$ cat config.mk
export PLATFORM = sky130hd
export DESIGN_NAME = pose_linear_interpolator_flat
export DESIGN_NICKNAME = d
export VERILOG_FILES = /design/src/hw/rtl/pli_pkg.sv /design/src/hw/rtl/pli_in_if.sv /design/src/hw/rtl/pli_out_if.sv /design/src/hw/rtl/pli_ram.sv /design/src/hw/rtl/pli_seq.sv /design/src/hw/rtl/pli_datapath.sv /design/src/hw/rtl/pose_linear_interpolator.sv /design/src/flat_wrapper.sv
export SDC_FILE = /design/constraint.sdc
export NUM_CORES = 2
export LEC_CHECK = 0
export BUFFER_PORTS_ARGS = -buffer_cell sky130_fd_sc_hd__buf_4
export CAP_MARGIN = 20
export CORE_UTILIZATION = 55
export DETAILED_ROUTE_END_ITERATION = 8
export GPL_TIMING_DRIVEN = 0
export HOLD_SLACK_MARGIN = 0.12
export MAX_ROUTING_LAYER = met4
export PLACE_DENSITY = 0.71
export SKIP_LAST_GASP = 1
export SLEW_MARGIN = 40
export SYNTH_ARGS = -nofsm -noshare
export SYNTH_HDL_FRONTEND = slang
export SYNTH_SLANG_ARGS = --single-unit
$ cat constraint.sdc
create_clock -name clk -period 12.6 [get_ports clk]
set_input_delay 0 -clock clk [delete_from_list [all_inputs] [get_ports clk]]
set_output_delay 0 -clock clk [all_outputs]
set_load 0.03 [all_outputs]
$ cat src/hw/rtl/pli_pkg.sv
// Shared constants, types and arithmetic widths of the pose linear interpolator.
package pli_pkg;

  // Configuration of the leg set and the coordinate stores.
  localparam int LEG_COUNT   = 4;
  localparam int STORE_DEPTH = 12;
  localparam int COORD_COUNT = (LEG_COUNT * 3 > STORE_DEPTH) ? STORE_DEPTH : LEG_COUNT * 3;
  localparam int ADDR_W      = $clog2(STORE_DEPTH);

  // Field widths of the input and result words.
  localparam int INDEX_W = 4;
  localparam int COORD_W = 16;
  localparam int DELTA_W = COORD_W + 1;
  localparam int POS_W   = 16;
  localparam int ENTRY_W = COORD_W + DELTA_W;

  // Operation codes of an input word.
  localparam logic OP_LOAD = 1'b0;
  localparam logic OP_STEP = 1'b1;

  // Fixed-point constants.
  localparam logic [POS_W-1:0] MAX_U16 = 16'hFFFF;
  localparam int DEC4        = 10000;
  localparam int PCT_W       = 14;
  localparam int SCALED_W    = 30;
  localparam int PROD_W      = 32;
  localparam int MAG_W       = 30;
  localparam int RECIP_SHIFT = 30;
  localparam int RECIP_W     = 17;
  localparam int RECIP       = (2 ** RECIP_SHIFT) / DEC4;
  localparam int QUOT_W      = 17;

  // One read issued by the sequencer, with the tag that travels down the pipeline.
  typedef struct packed {
    logic               vld;
    logic [ADDR_W-1:0]  index;
    logic               last;
    logic               done;
    logic [PCT_W-1:0]   percent;
    logic               live;
  } pli_issue_t;

endpackage

$ cat src/hw/rtl/pli_in_if.sv
// Input channel carrying load and step words.
interface pli_in_if;
  logic                          valid;
  logic                          ready;
  logic                          op;
  logic [pli_pkg::INDEX_W-1:0]   coord_index;
  logic signed [pli_pkg::COORD_W-1:0] start_value;
  logic signed [pli_pkg::COORD_W-1:0] end_value;
  logic [pli_pkg::POS_W-1:0]     stride;

  modport source (output valid, op, coord_index, start_value, end_value, stride,
                  input ready);
  modport sink   (input valid, op, coord_index, start_value, end_value, stride,
                  output ready);
endinterface

$ cat src/hw/rtl/pli_out_if.sv
// Output channel carrying interpolated coordinate words.
interface pli_out_if;
  logic                          valid;
  logic                          ready;
  logic [pli_pkg::INDEX_W-1:0]   out_index;
  logic signed [pli_pkg::COORD_W-1:0] out_value;
  logic                          move_done;
  logic                          last;

  modport source (output valid, out_index, out_value, move_done, last, input ready);
  modport sink   (input valid, out_index, out_value, move_done, last, output ready);
endinterface

$ cat src/hw/rtl/pli_ram.sv
// Generic single-write, single-read RAM with a registered read port.
module pli_ram #(
  parameter int WIDTH = 8,
  parameter int DEPTH = 16
) (
  input  logic                     clk,
  input  logic                     we,
  input  logic [$clog2(DEPTH)-1:0] waddr,
  input  logic [WIDTH-1:0]         wdata,
  input  logic                     re,
  input  logic [$clog2(DEPTH)-1:0] raddr,
  output logic [WIDTH-1:0]         rdata
);

  logic [WIDTH-1:0] mem [DEPTH];

  // Write port and registered read port.
  always_ff @(posedge clk) begin
    if (we) begin
      mem[waddr] <= wdata;
    end
    if (re) begin
      rdata <= mem[raddr];
    end
  end

endmodule

$ cat src/hw/rtl/pli_seq.sv
// Sequencer: move position, percent of the move, store writes and the read sweep.
module pli_seq (
  input  logic                        clk,
  input  logic                        rst,
  pli_in_if.sink                      in_ch,
  input  logic                        adv,
  output pli_pkg::pli_issue_t         issue,
  output logic                        ram_we,
  output logic [pli_pkg::ADDR_W-1:0]  ram_waddr,
  output logic [pli_pkg::ENTRY_W-1:0] ram_wdata,
  output logic                        ram_re,
  output logic [pli_pkg::ADDR_W-1:0]  ram_raddr
);

  typedef enum logic [1:0] {IDLE, SCALE, DIVIDE, SWEEP} state_t;

  state_t                             state;
  logic [pli_pkg::POS_W-1:0]          position;
  logic [pli_pkg::SCALED_W-1:0]       scaled;
  logic [pli_pkg::PCT_W-1:0]          percent;
  logic                               done;
  logic [pli_pkg::ADDR_W-1:0]         cnt;
  logic [pli_pkg::STORE_DEPTH-1:0]    live_bits;

  logic                               accept;
  logic                               load_hit;
  logic [pli_pkg::POS_W:0]            pos_sum;
  logic [pli_pkg::POS_W-1:0]          position_next;
  logic [pli_pkg::DELTA_W-1:0]        delta;
  logic [pli_pkg::PCT_W-1:0]          quot0;
  logic [pli_pkg::POS_W:0]            rem0;
  logic                               last_read;

  assign in_ch.ready = (state == IDLE);
  assign accept      = in_ch.valid && in_ch.ready;
  assign load_hit    = (in_ch.op == pli_pkg::OP_LOAD) &&
                       (in_ch.coord_index < pli_pkg::INDEX_W'(pli_pkg::COORD_COUNT));

  // Saturating position update.
  assign pos_sum       = {1'b0, position} + {1'b0, in_ch.stride};
  assign position_next = (pos_sum >= {1'b0, pli_pkg::MAX_U16}) ? pli_pkg::MAX_U16
                                                                : pos_sum[pli_pkg::POS_W-1:0];

  // Store write for a load: start value and end minus start.
  assign delta     = {in_ch.end_value[pli_pkg::COORD_W-1], in_ch.end_value} -
                     {in_ch.start_value[pli_pkg::COORD_W-1], in_ch.start_value};
  assign ram_we    = accept && load_hit;
  assign ram_waddr = in_ch.coord_index[pli_pkg::ADDR_W-1:0];
  assign ram_wdata = {in_ch.start_value, delta};

  // Division by 65535: the high half plus the low half gives the remainder, off by one period.
  assign quot0 = scaled[pli_pkg::SCALED_W-1:pli_pkg::POS_W];
  assign rem0  = {1'b0, scaled[pli_pkg::POS_W-1:0]} + (pli_pkg::POS_W + 1)'(quot0);

  // Read sweep over the stored coordinates.
  assign last_read     = (cnt == pli_pkg::ADDR_W'(pli_pkg::COORD_COUNT - 1));
  assign ram_re        = (state == SWEEP) && adv;
  assign ram_raddr     = cnt;
  assign issue.vld     = (state == SWEEP);
  assign issue.index   = cnt;
  assign issue.last    = last_read;
  assign issue.done    = done;
  assign issue.percent = percent;
  assign issue.live    = live_bits[cnt];

  // State, position and percent registers.
  always_ff @(posedge clk) begin
    if (rst) begin
      state     <= IDLE;
      position  <= '0;
      live_bits <= '0;
      cnt       <= '0;
    end else begin
      case (state)
        IDLE: begin
          if (accept) begin
            if (in_ch.op == pli_pkg::OP_STEP) begin
              position <= position_next;
              state    <= SCALE;
            end else begin
              position <= '0;
              if (load_hit) begin
                live_bits[in_ch.coord_index[pli_pkg::ADDR_W-1:0]] <= 1'b1;
              end
            end
          end
        end
        SCALE: begin
          scaled <= pli_pkg::SCALED_W'(position) * pli_pkg::SCALED_W'(pli_pkg::DEC4);
          done   <= (position == pli_pkg::MAX_U16);
          state  <= DIVIDE;
        end
        DIVIDE: begin
          percent <= quot0 + pli_pkg::PCT_W'(rem0 >= {1'b0, pli_pkg::MAX_U16});
          cnt     <= '0;
          state   <= SWEEP;
        end
        SWEEP: begin
          if (adv) begin
            cnt <= cnt + 1'b1;
            if (last_read) begin
              state <= IDLE;
            end
          end
        end
        default: begin
          state <= IDLE;
        end
      endcase
    end
  end

endmodule

$ cat src/hw/rtl/pli_datapath.sv
// Interpolation pipeline: delta times percent, divide by 10000, add start, output register.
module pli_datapath (
  input  logic                        clk,
  input  logic                        rst,
  input  pli_pkg::pli_issue_t         issue,
  input  logic [pli_pkg::ENTRY_W-1:0] ram_rdata,
  output logic                        adv,
  pli_out_if.source                   out_ch
);

  // Stage 1 tag, aligned with the registered RAM data.
  pli_pkg::pli_issue_t                s1;

  // Stage 2: signed product.
  logic                               s2_vld;
  logic [pli_pkg::ADDR_W-1:0]         s2_index;
  logic                               s2_last;
  logic                               s2_done;
  logic signed [pli_pkg::COORD_W-1:0] s2_start;
  logic signed [pli_pkg::PROD_W-1:0]  s2_prod;

  // Stage 3: magnitude and approximate quotient.
  logic                               s3_vld;
  logic [pli_pkg::ADDR_W-1:0]         s3_index;
  logic                               s3_last;
  logic                               s3_done;
  logic signed [pli_pkg::COORD_W-1:0] s3_start;
  logic                               s3_neg;
  logic [pli_pkg::MAG_W-1:0]          s3_mag;
  logic [pli_pkg::QUOT_W-1:0]         s3_qa;

  logic                               out_vld;

  logic signed [pli_pkg::COORD_W-1:0] start_v;
  logic signed [pli_pkg::DELTA_W-1:0] delta_v;
  logic signed [pli_pkg::PROD_W-1:0]  delta_ext;
  logic signed [pli_pkg::PROD_W-1:0]  pct_ext;
  logic signed [pli_pkg::PROD_W-1:0]  prod;
  logic                               neg;
  logic [pli_pkg::PROD_W-1:0]         abs_prod;
  logic [pli_pkg::MAG_W+pli_pkg::RECIP_W-1:0] recip_prod;
  logic [pli_pkg::MAG_W-1:0]          back_prod;
  logic [pli_pkg::MAG_W-1:0]          rem;
  logic [pli_pkg::QUOT_W-1:0]         quot;
  logic signed [pli_pkg::QUOT_W:0]    quot_signed;
  logic signed [pli_pkg::QUOT_W:0]    value;

  assign adv = !out_vld || out_ch.ready;

  // Entries never loaded read as zero.
  assign start_v   = s1.live ? ram_rdata[pli_pkg::ENTRY_W-1:pli_pkg::DELTA_W] : '0;
  assign delta_v   = s1.live ? ram_rdata[pli_pkg::DELTA_W-1:0] : '0;
  assign delta_ext = pli_pkg::PROD_W'(delta_v);
  assign pct_ext   = {{(pli_pkg::PROD_W - pli_pkg::PCT_W){1'b0}}, s1.percent};
  assign prod      = delta_ext * pct_ext;

  // Magnitude times the reciprocal of 10000; low by at most one.
  assign neg        = s2_prod[pli_pkg::PROD_W-1];
  assign abs_prod   = neg ? 32'(-s2_prod) : 32'(s2_prod);
  assign recip_prod = (pli_pkg::MAG_W + pli_pkg::RECIP_W)'(abs_prod[pli_pkg::MAG_W-1:0]) *
                      (pli_pkg::MAG_W + pli_pkg::RECIP_W)'(pli_pkg::RECIP);

  // Remainder correction, sign restore and start offset.
  assign back_prod   = pli_pkg::MAG_W'(s3_qa) * pli_pkg::MAG_W'(pli_pkg::DEC4);
  assign rem         = s3_mag - back_prod;
  assign quot        = s3_qa + pli_pkg::QUOT_W'(rem >= pli_pkg::MAG_W'(pli_pkg::DEC4));
  assign quot_signed = s3_neg ? -$signed({1'b0, quot}) : $signed({1'b0, quot});
  assign value       = (pli_pkg::QUOT_W + 1)'(s3_start) + quot_signed;

  assign out_ch.valid = out_vld;

  // Pipeline valid bits and the stage 1 tag.
  always_ff @(posedge clk) begin
    if (rst) begin
      s1.vld  <= 1'b0;
      s2_vld  <= 1'b0;
      s3_vld  <= 1'b0;
      out_vld <= 1'b0;
    end else if (adv) begin
      s1      <= issue;
      s2_vld  <= s1.vld;
      s3_vld  <= s2_vld;
      out_vld <= s3_vld;
    end
  end

  // Pipeline payload.
  always_ff @(posedge clk) begin
    if (adv) begin
      s2_index <= s1.index;
      s2_last  <= s1.last;
      s2_done  <= s1.done;
      s2_start <= start_v;
      s2_prod  <= prod;

      s3_index <= s2_index;
      s3_last  <= s2_last;
      s3_done  <= s2_done;
      s3_start <= s2_start;
      s3_neg   <= neg;
      s3_mag   <= abs_prod[pli_pkg::MAG_W-1:0];
      s3_qa    <= recip_prod[pli_pkg::MAG_W+pli_pkg::RECIP_W-1:pli_pkg::RECIP_SHIFT];

      out_ch.out_index <= pli_pkg::INDEX_W'(s3_index);
      out_ch.out_value <= value[pli_pkg::COORD_W-1:0];
      out_ch.move_done <= s3_done;
      out_ch.last      <= s3_last;
    end
  end

endmodule

$ cat src/hw/rtl/pose_linear_interpolator.sv
// Top level of the pose linear interpolator.
// A load word writes one coordinate's start value and end-minus-start difference into a
// 12-entry store and restarts the move at position zero; it produces no result. A step
// word advances the 16-bit position by its stride field, saturating at 65535, forms
// percent = position*10000/65535 in the SCALE and DIVIDE states, then sweeps the store
// one coordinate per cycle while the output is not stalled, through a two-port
// registered-read RAM, emitting LEG_COUNT*3 result words (at most 12) in index order
// after a four-stage arithmetic pipeline. The next input word is accepted once the
// sweep has issued its last read; output back-pressure stalls the sweep. Coordinates
// that were never loaded read as zero.
module pose_linear_interpolator (
  input  logic clk,
  input  logic rst,
  pli_in_if.sink    in_ch,
  pli_out_if.source out_ch
);

  pli_pkg::pli_issue_t          issue;
  logic                         adv;
  logic                         ram_we;
  logic [pli_pkg::ADDR_W-1:0]   ram_waddr;
  logic [pli_pkg::ENTRY_W-1:0]  ram_wdata;
  logic                         ram_re;
  logic [pli_pkg::ADDR_W-1:0]   ram_raddr;
  logic [pli_pkg::ENTRY_W-1:0]  ram_rdata;

  // Control and position.
  pli_seq u_seq (
    .clk       (clk),
    .rst       (rst),
    .in_ch     (in_ch),
    .adv       (adv),
    .issue     (issue),
    .ram_we    (ram_we),
    .ram_waddr (ram_waddr),
    .ram_wdata (ram_wdata),
    .ram_re    (ram_re),
    .ram_raddr (ram_raddr)
  );

  // Start and delta store.
  pli_ram #(
    .WIDTH (pli_pkg::ENTRY_W),
    .DEPTH (pli_pkg::STORE_DEPTH)
  ) u_store (
    .clk   (clk),
    .we    (ram_we),
    .waddr (ram_waddr),
    .wdata (ram_wdata),
    .re    (ram_re),
    .raddr (ram_raddr),
    .rdata (ram_rdata)
  );

  // Interpolation arithmetic and output register.
  pli_datapath u_datapath (
    .clk       (clk),
    .rst       (rst),
    .issue     (issue),
    .ram_rdata (ram_rdata),
    .adv       (adv),
    .out_ch    (out_ch)
  );

endmodule
$ cat src/flat_wrapper.sv
// flat-port wrapper written by rule: the top's interface ports become plain ports
module pose_linear_interpolator_flat 
  (clk, rst, in_ch_valid, in_ch_op, in_ch_coord_index, in_ch_start_value, in_ch_end_value, in_ch_stride, in_ch_ready, out_ch_valid, out_ch_out_index, out_ch_out_value, out_ch_move_done, out_ch_last, out_ch_ready);
  pli_in_if in_ch_i ();
  pli_out_if out_ch_i ();
  input  logic clk;
  input  logic rst;
  input wire logic [$bits(in_ch_i.valid)-1:0] in_ch_valid;
  input wire logic [$bits(in_ch_i.op)-1:0] in_ch_op;
  input wire logic [$bits(in_ch_i.coord_index)-1:0] in_ch_coord_index;
  input wire logic [$bits(in_ch_i.start_value)-1:0] in_ch_start_value;
  input wire logic [$bits(in_ch_i.end_value)-1:0] in_ch_end_value;
  input wire logic [$bits(in_ch_i.stride)-1:0] in_ch_stride;
  output wire logic [$bits(in_ch_i.ready)-1:0] in_ch_ready;
  output wire logic [$bits(out_ch_i.valid)-1:0] out_ch_valid;
  output wire logic [$bits(out_ch_i.out_index)-1:0] out_ch_out_index;
  output wire logic [$bits(out_ch_i.out_value)-1:0] out_ch_out_value;
  output wire logic [$bits(out_ch_i.move_done)-1:0] out_ch_move_done;
  output wire logic [$bits(out_ch_i.last)-1:0] out_ch_last;
  input wire logic [$bits(out_ch_i.ready)-1:0] out_ch_ready;
  assign in_ch_i.valid = in_ch_valid;
  assign in_ch_i.op = in_ch_op;
  assign in_ch_i.coord_index = in_ch_coord_index;
  assign in_ch_i.start_value = in_ch_start_value;
  assign in_ch_i.end_value = in_ch_end_value;
  assign in_ch_i.stride = in_ch_stride;
  assign in_ch_ready = in_ch_i.ready;
  assign out_ch_valid = out_ch_i.valid;
  assign out_ch_out_index = out_ch_i.out_index;
  assign out_ch_out_value = out_ch_i.out_value;
  assign out_ch_move_done = out_ch_i.move_done;
  assign out_ch_last = out_ch_i.last;
  assign out_ch_i.ready = out_ch_ready;
  pose_linear_interpolator u_core (.clk(clk), .rst(rst), .in_ch(in_ch_i), .out_ch(out_ch_i));
endmodule
; Yosys cells after proc, flatten, opt, wreduce, memory -nomap -nowiden
; Memory sizes are Yosys's and may differ from the RTL's. A register that Yosys moved wholly into a read port is not among the register bits.
; Index checks and enable logic that the tools add are counted.
[op_classes]
reduce_logical = 16
n_addsub = 10
multipliers = 4
div = 0
eq_ne = 9
n_bitwise = 3
mux = 18
n_shift = 0
magnitude_cmp = 7
[op_table]
columns = cell, n
row1 = 2-to-1 mux 16 bit, 3
row2 = "multiplier 30 x 16 -> 46 bit, second input constant", 1
row3 = ">= comparator 17 x 16 -> 1 bit, second input constant", 2
row4 = multiplier 17 x 15 -> 32 bit, 1
row5 = ">= comparator 30 x 14 -> 1 bit, second input constant", 1
row6 = 2-to-1 mux 30 bit, 1
row7 = negator 30 bit, 1
row8 = subtractor 30 bit, 1
row9 = "multiplier 16 x 10 -> 26 bit, second input constant", 1
row10 = "multiplier 17 x 10 -> 26 bit, second input constant", 1
row11 = adder 16 x 14 -> 17 bit, 1
row12 = adder 16 x 16 -> 17 bit, 1
row13 = 2-to-1 mux 17 bit, 1
row14 = subtractor 16 x 16 -> 17 bit, 1
row15 = adder 16 x 1 -> 16 bit, 1
row16 = adder 16 bit, 1
row17 = "== test 16 bit, second input constant", 1
row18 = negator 16 bit, 1
row19 = adder 14 x 1 -> 14 bit, 1
row20 = OR 12 bit, 1
row21 = "less-than comparator 4 x 5 -> 1 bit, second input constant", 2
row22 = AND reduction 2 bit, 5
row23 = 2-to-1 mux 2 bit, 4
row24 = case mux 2 bit (4 select lines), 1
row25 = 20 further kinds, 32
[totals]
word_cells = 100
latch_bits = 0
input_bits = 57
romBits = 0
reg_bits = 246
ram_bits = 396
memories = 1
[memory_table]
columns = memory, words, width, read_ports, rd_ports_with_merged_regs, wr, line_no
row1 = u_core.u_store.mem, 12, 33, 1, 1, 1, pli_ram.sv:15  ; logic [WIDTH-1:0] mem [DEPTH];

; Longest topological paths before layout
[depth]
depth_word = 7
depth_mapped = 50

; Cells and area by module
; From an unflattened synthesis, not the netlist that was laid out.
[unflattened]
hier_cells = 4254
area_unflattened_um2 = 51738.4
[modules_own_cells]
columns = module, cells_per_inst, instances, area_each_um2
row1 = pli_datapath, 2713, 1, 27943.0
row2 = pli_ram, 685, 1, 16034.1
row3 = pli_seq, 856, 1, 7761.2

; Worst setup path before layout
; OpenSTA, ideal clock, no wires.
[synth_path]
path_kind = register to register
from = reg u_core.u_datapath.s3_qa[4] (netlist name)
to = reg u_core.u_datapath.out_ch.out_value[14] (data pin)
t_required_ps = 12342
arrival_time_ps = 9612
synth_period_minus_slack_ps = 9869
setup_time_ps = 258
slack_ps = 2731
stages_incl_launch_ff = 51
path_cell_list = edfxtp_1 -> inv_1 -> fa_1 -> inv_1 -> ha_1 -> inv_1 -> fa_1 -> inv_1 -> ha_1 -> inv_1 -> fa_1 -> inv_1 -> ha_1 -> o21a_1 -> o21ai_0 -> nand2b_1 -> o41a_1 -> a41oi_1 -> [... 15 more ...] -> o2111ai_1 -> ha_1 -> ha_1 -> inv_1 -> ha_1 -> nand2_1 -> o21ai_0 -> fa_1 -> a21o_1 -> a21oi_1 -> o21bai_1 -> a21oi_1 -> o21bai_1 -> a21oi_1 -> o211ai_1 -> a31o_2 -> a21oi_1 -> xnor2_1
[synth_between]
elab_chain_len = 7
[synth_rtl]
columns = item, line_no
row1 = "start, declared", pli_datapath.sv:30  ; logic [pli_pkg::QUOT_W-1:0] s3_qa;
row2 = "start signal, assigned", pli_datapath.sv:102  ; s3_qa <= recip_prod[pli_pkg::MAG_W+pli_pkg::RECIP_W-1:pli_pkg::RECIP_SHIFT];
row3 = multiplier 17 x 10 -> 26 bit, pli_datapath.sv:64  ; assign back_prod = pli_pkg::MAG_W'(s3_qa) * pli_pkg::MAG_W'(pli_pkg::DEC4);
row4 = subtractor 30 bit, pli_datapath.sv:65  ; assign rem = s3_mag - back_prod;
row5 = >= comparator 30 x 14 -> 1 bit, pli_datapath.sv:66  ; assign quot = s3_qa + pli_pkg::QUOT_W'(rem >= pli_pkg::MAG_W'(pli_pkg::DEC4));
row6 = adder 16 x 1 -> 16 bit (*), pli_datapath.sv:66
row7 = negator 16 bit, pli_datapath.sv:67  ; assign quot_signed = s3_neg ? -$signed({1'b0, quot}) : $signed({1'b0, quot});
row8 = 2-to-1 mux 16 bit (*), pli_datapath.sv:67
row9 = adder 16 bit (*), pli_datapath.sv:68  ; assign value = (pli_pkg::QUOT_W + 1)'(s3_start) + quot_signed;
row10 = net u_core.u_datapath.value (one bit), pli_datapath.sv:46  ; logic signed [pli_pkg::QUOT_W:0] value;
row11 = "end signal, assigned", pli_datapath.sv:105  ; out_ch.out_value <= value[pli_pkg::COORD_W-1:0];
row12 = "end, declared", pli_out_if.sv:10  ; modport source (output valid, out_index, out_value, move_done, last, input ready);
; Mark *: on every way through the listed nets, which the timed path passes. The rest lies on a longest branch.
; A chain may end at the register's enable or synchronous reset.

; Worst setup path after layout
; Ends and elaborated chain as after synthesis.

==> impl_metrics.tcl <==
set metrics [dict create \
    coreArea_sq_um 91520 \
    cts_tree "done" \
    die_width_um 305.9 \
    critical_path_required_ns 12.94 \
    cp_max_fo 7 \
    port-buffer-count 79 \
    dieHeight_um 305.9 \
    cpMaxStageDelayCell "o311ai_0" \
    place.gp.congestion 0.9776 \
    syn-instance-count 4122 \
    cts-root-buf "clkbuf_16" \
    area_growth_syn_to_layout_pct 11.85 \
    routedWlPerCell_um 20.59 \
    wl_um 115700 \
    clk_latency_ns 0.62 \
    synth_area_leader_cell "edfxtp_1" \
    vias_per_cell 5.707 \
    clock_skew_ns 0.04303 \
    rows 111 \
    setup_violations 0 \
    clk_pin_slew_worst_paths_ns 0.06 \
    worstSetupStartpointType "flip-flop" \
    status "finished, final reports clean" \
    syn_avg_cell_area_sq_um 12.32 \
    dpl_cell_area_sq_um 53710 \
    firstDrtPassIters 6 \
    seq_area_frac_synth_pct 38.87 \
    syn_area_sq_um 50780 \
    gr-usage-all-layers_pct 26.25 \
    highest_layer "met4" \
    postLayoutCellArea_sq_um 56800 \
    slew_headroom_pct 39.45 \
    grt_max_degree 90 \
    final_layout_size_suffix_gt1_share_pct 8.978 \
    setup_ws_ns 1.088 \
    fin_crit_sh_pct 91.37 \
    ios 81 \
    critPathArrivalTime_ns 11.86 \
    rsz0062_at_grt "no" \
    yosysMostFrequentCell "inv_1" \
    hp-class "input port to flip-flop" \
    met3WireLength_um 7768 \
    async_flop_share_pct 0 \
    tns_ns 0 \
    synth_area_leaders "edfxtp_1 37%, fa_1 20%, ha_1 12%" \
    antenna_found_initial 0 \
    htreeDepth 3 \
    num-nets-final 5443 \
    cts_buffer_depth 3 \
    drt_iter0_markers 2324 \
    synth_top_area_share_pct 37.37 \
    synth_common_cells "717 x inv_1, 632 x edfxtp_1, 515 x fa_1, 496 x ha_1, 269 x nand2_1" \
    tightest_slew_ns 0.9018 \
    drtAntennaViolNets 0 \
    path_class "flip-flop to flip-flop" \
    finalHoldViolations 0 \
    grt_pass1_wl_um 183400 \
    ys_seq_elements 670 \
    critPathMaxStageDelay_ns 0.59 \
    dp_hpwl_um 89520 \
    dr_wl_met2_um 56440 \
    fmax_mhz 86.86 \
    yosysWarnings 0 \
    grt_overflow 0 \
    endpoint_kind "flip-flop" \
    fin_crit_ns 11.51 \
    start_util_pct 55.48 \
    num_vias 32080 \
    cap_violations 0 \
    m1WireLength_um 47970 \
    syn_nets 5190 \
    preCtsSetupSlack_ns 0.8263 \
    synth_edf_count 632 \
    cts_made_buffers 71 \
    cts.sinks 670 \
    drv_slew 0 \
    synth_cell_types 70 \
    drc_errors 0 \
    synth_top_flop_cell "edfxtp_1" \
    dieArea_sq_um 93550 \
    grt_pass1_vias 33400 \
]
==> path summary, 6_finish.rpt <==
kind	start	cells past startpoint	end	slack (ns)
worst min-delay path	in_ch_end_value[0]	4	u_core.u_store.mem[6][0]	0.13
worst min register to register	u_core.u_datapath.s1[19]	0	u_core.u_datapath.s2_index[2]	0.42
worst max-delay path	u_core.u_datapath.s3_qa[4]	48	u_core.u_datapath.out_ch.out_value[14]	1.09
worst max register to register	u_core.u_datapath.s3_qa[4]	48	u_core.u_datapath.out_ch.out_value[14]	1.09
==> stage by stage <==
| step | util (%) | hold WS [ns] | instances |
|---|---|---|---|
| 3_3_place_gp | 57.75 | 0.2781 | 5387 |
| 4_1_cts | 61.98 | 0.1222 | 5617 |
| 3_5_place_dp | 58.68 | 0.2789 | 5429 |
| 6_report | 62.06 | 0.1331 | 5620 |
| 2_1_floorplan | - | 0.09887 | 4122 |
| 5_1_grt | 62.06 | 0.1352 | 5619 |
==> layout by cell type, fill, tap and decap left out, types with 102 or more instances in the layout <==
cell	synthesis	final
a21oi_1	128	128
and3_1	132	132
edfxtp_1	632	632
fa_1	515	515
ha_1	496	496
inv_1	717	716
mux4_2	102	102
nand2_1	269	269
nor2_1	131	121
o21ai_0	119	119
xnor2_1	149	137
==> worst max-delay path: cells and delay by family (launching register included) <==
kind,cells,cell delay (ns)
AO/OA/AOI/OAI,19,4.51
AND/OR/NAND/NOR,9,1.38
buffers and inverters,7,0.47
XOR/XNOR,2,0.24
flip-flops,1,0.58
adder cells (fa/ha/maj),11,4.06
==> flip-flops by register name (all words and copies together), names as in the netlist, 16 cells and up <==
| register | flops |
|---|---|
| u_core.u_datapath.s3_mag | 26 |
| u_core.u_datapath.out_ch.out_value | 16 |
| u_core.u_store.rdata | 33 |
| u_core.u_datapath.s2_prod | 31 |
| u_core.u_seq.position | 16 |
| u_core.u_datapath.s3_qa | 17 |
| u_core.u_datapath.s3_start | 16 |
| u_core.u_datapath.s2_start | 16 |
| u_core.u_seq.scaled | 26 |
| u_core.u_store.mem | 396 |
==> per-layer routing <==
metal	GRT usage (%)	vias to the layer above
met3	4.085	230
met2	42.62	1097
met4	7.912	0
met5	-	-
met1	34.24	16090
li1	-	14660
==> cell type report <==
| cell class | count | area, sq um |
|---|---|---|
| Buffer | 103 | 409.1 |
| Tap cell | 1186 | 1484 |
| Fill cell | 7026 | 34720 |
| Antenna cell | 1 | 2.502 |
| Clock inverter | 39 | 529.3 |
| Timing Repair Buffer | 180 | 1817 |
| Inverter | 717 | 2699 |
| Multi-Input combinational cell | 2632 | 28200 |
| Clock buffer | 92 | 1922 |
| Sequential cell | 670 | 19740 |
==> cells by family (layout without fill, tap and decap cells) <==
| group | count (synthesis) | in the layout | synth area share [%] |
|---|---|---|---|
| adder cells (fa/ha/maj) | 1011 | 1011 | 32.52 |
| buffers and inverters | 820 | 1131 | 6.061 |
| AND/OR/NAND/NOR | 809 | 809 | 7.865 |
| flip-flops | 670 | 670 | 38.87 |
| AO/OA/AOI/OAI | 459 | 459 | 5.726 |
| XOR/XNOR | 212 | 212 | 3.657 |
| multiplexers | 141 | 141 | 5.295 |
| other | 0 | 1 | 0 |
==> what timing repair did <==
action,CTS,global route
setup endpoints to repair,0,2
hold buffers,57,2
hold endpoints to repair,356,14
buffers inserted,0,0
gates resized for setup,0,2
Power is not shown: default switching activity piles up to over one toggle a cycle in this logic, so the estimate is an artifact.
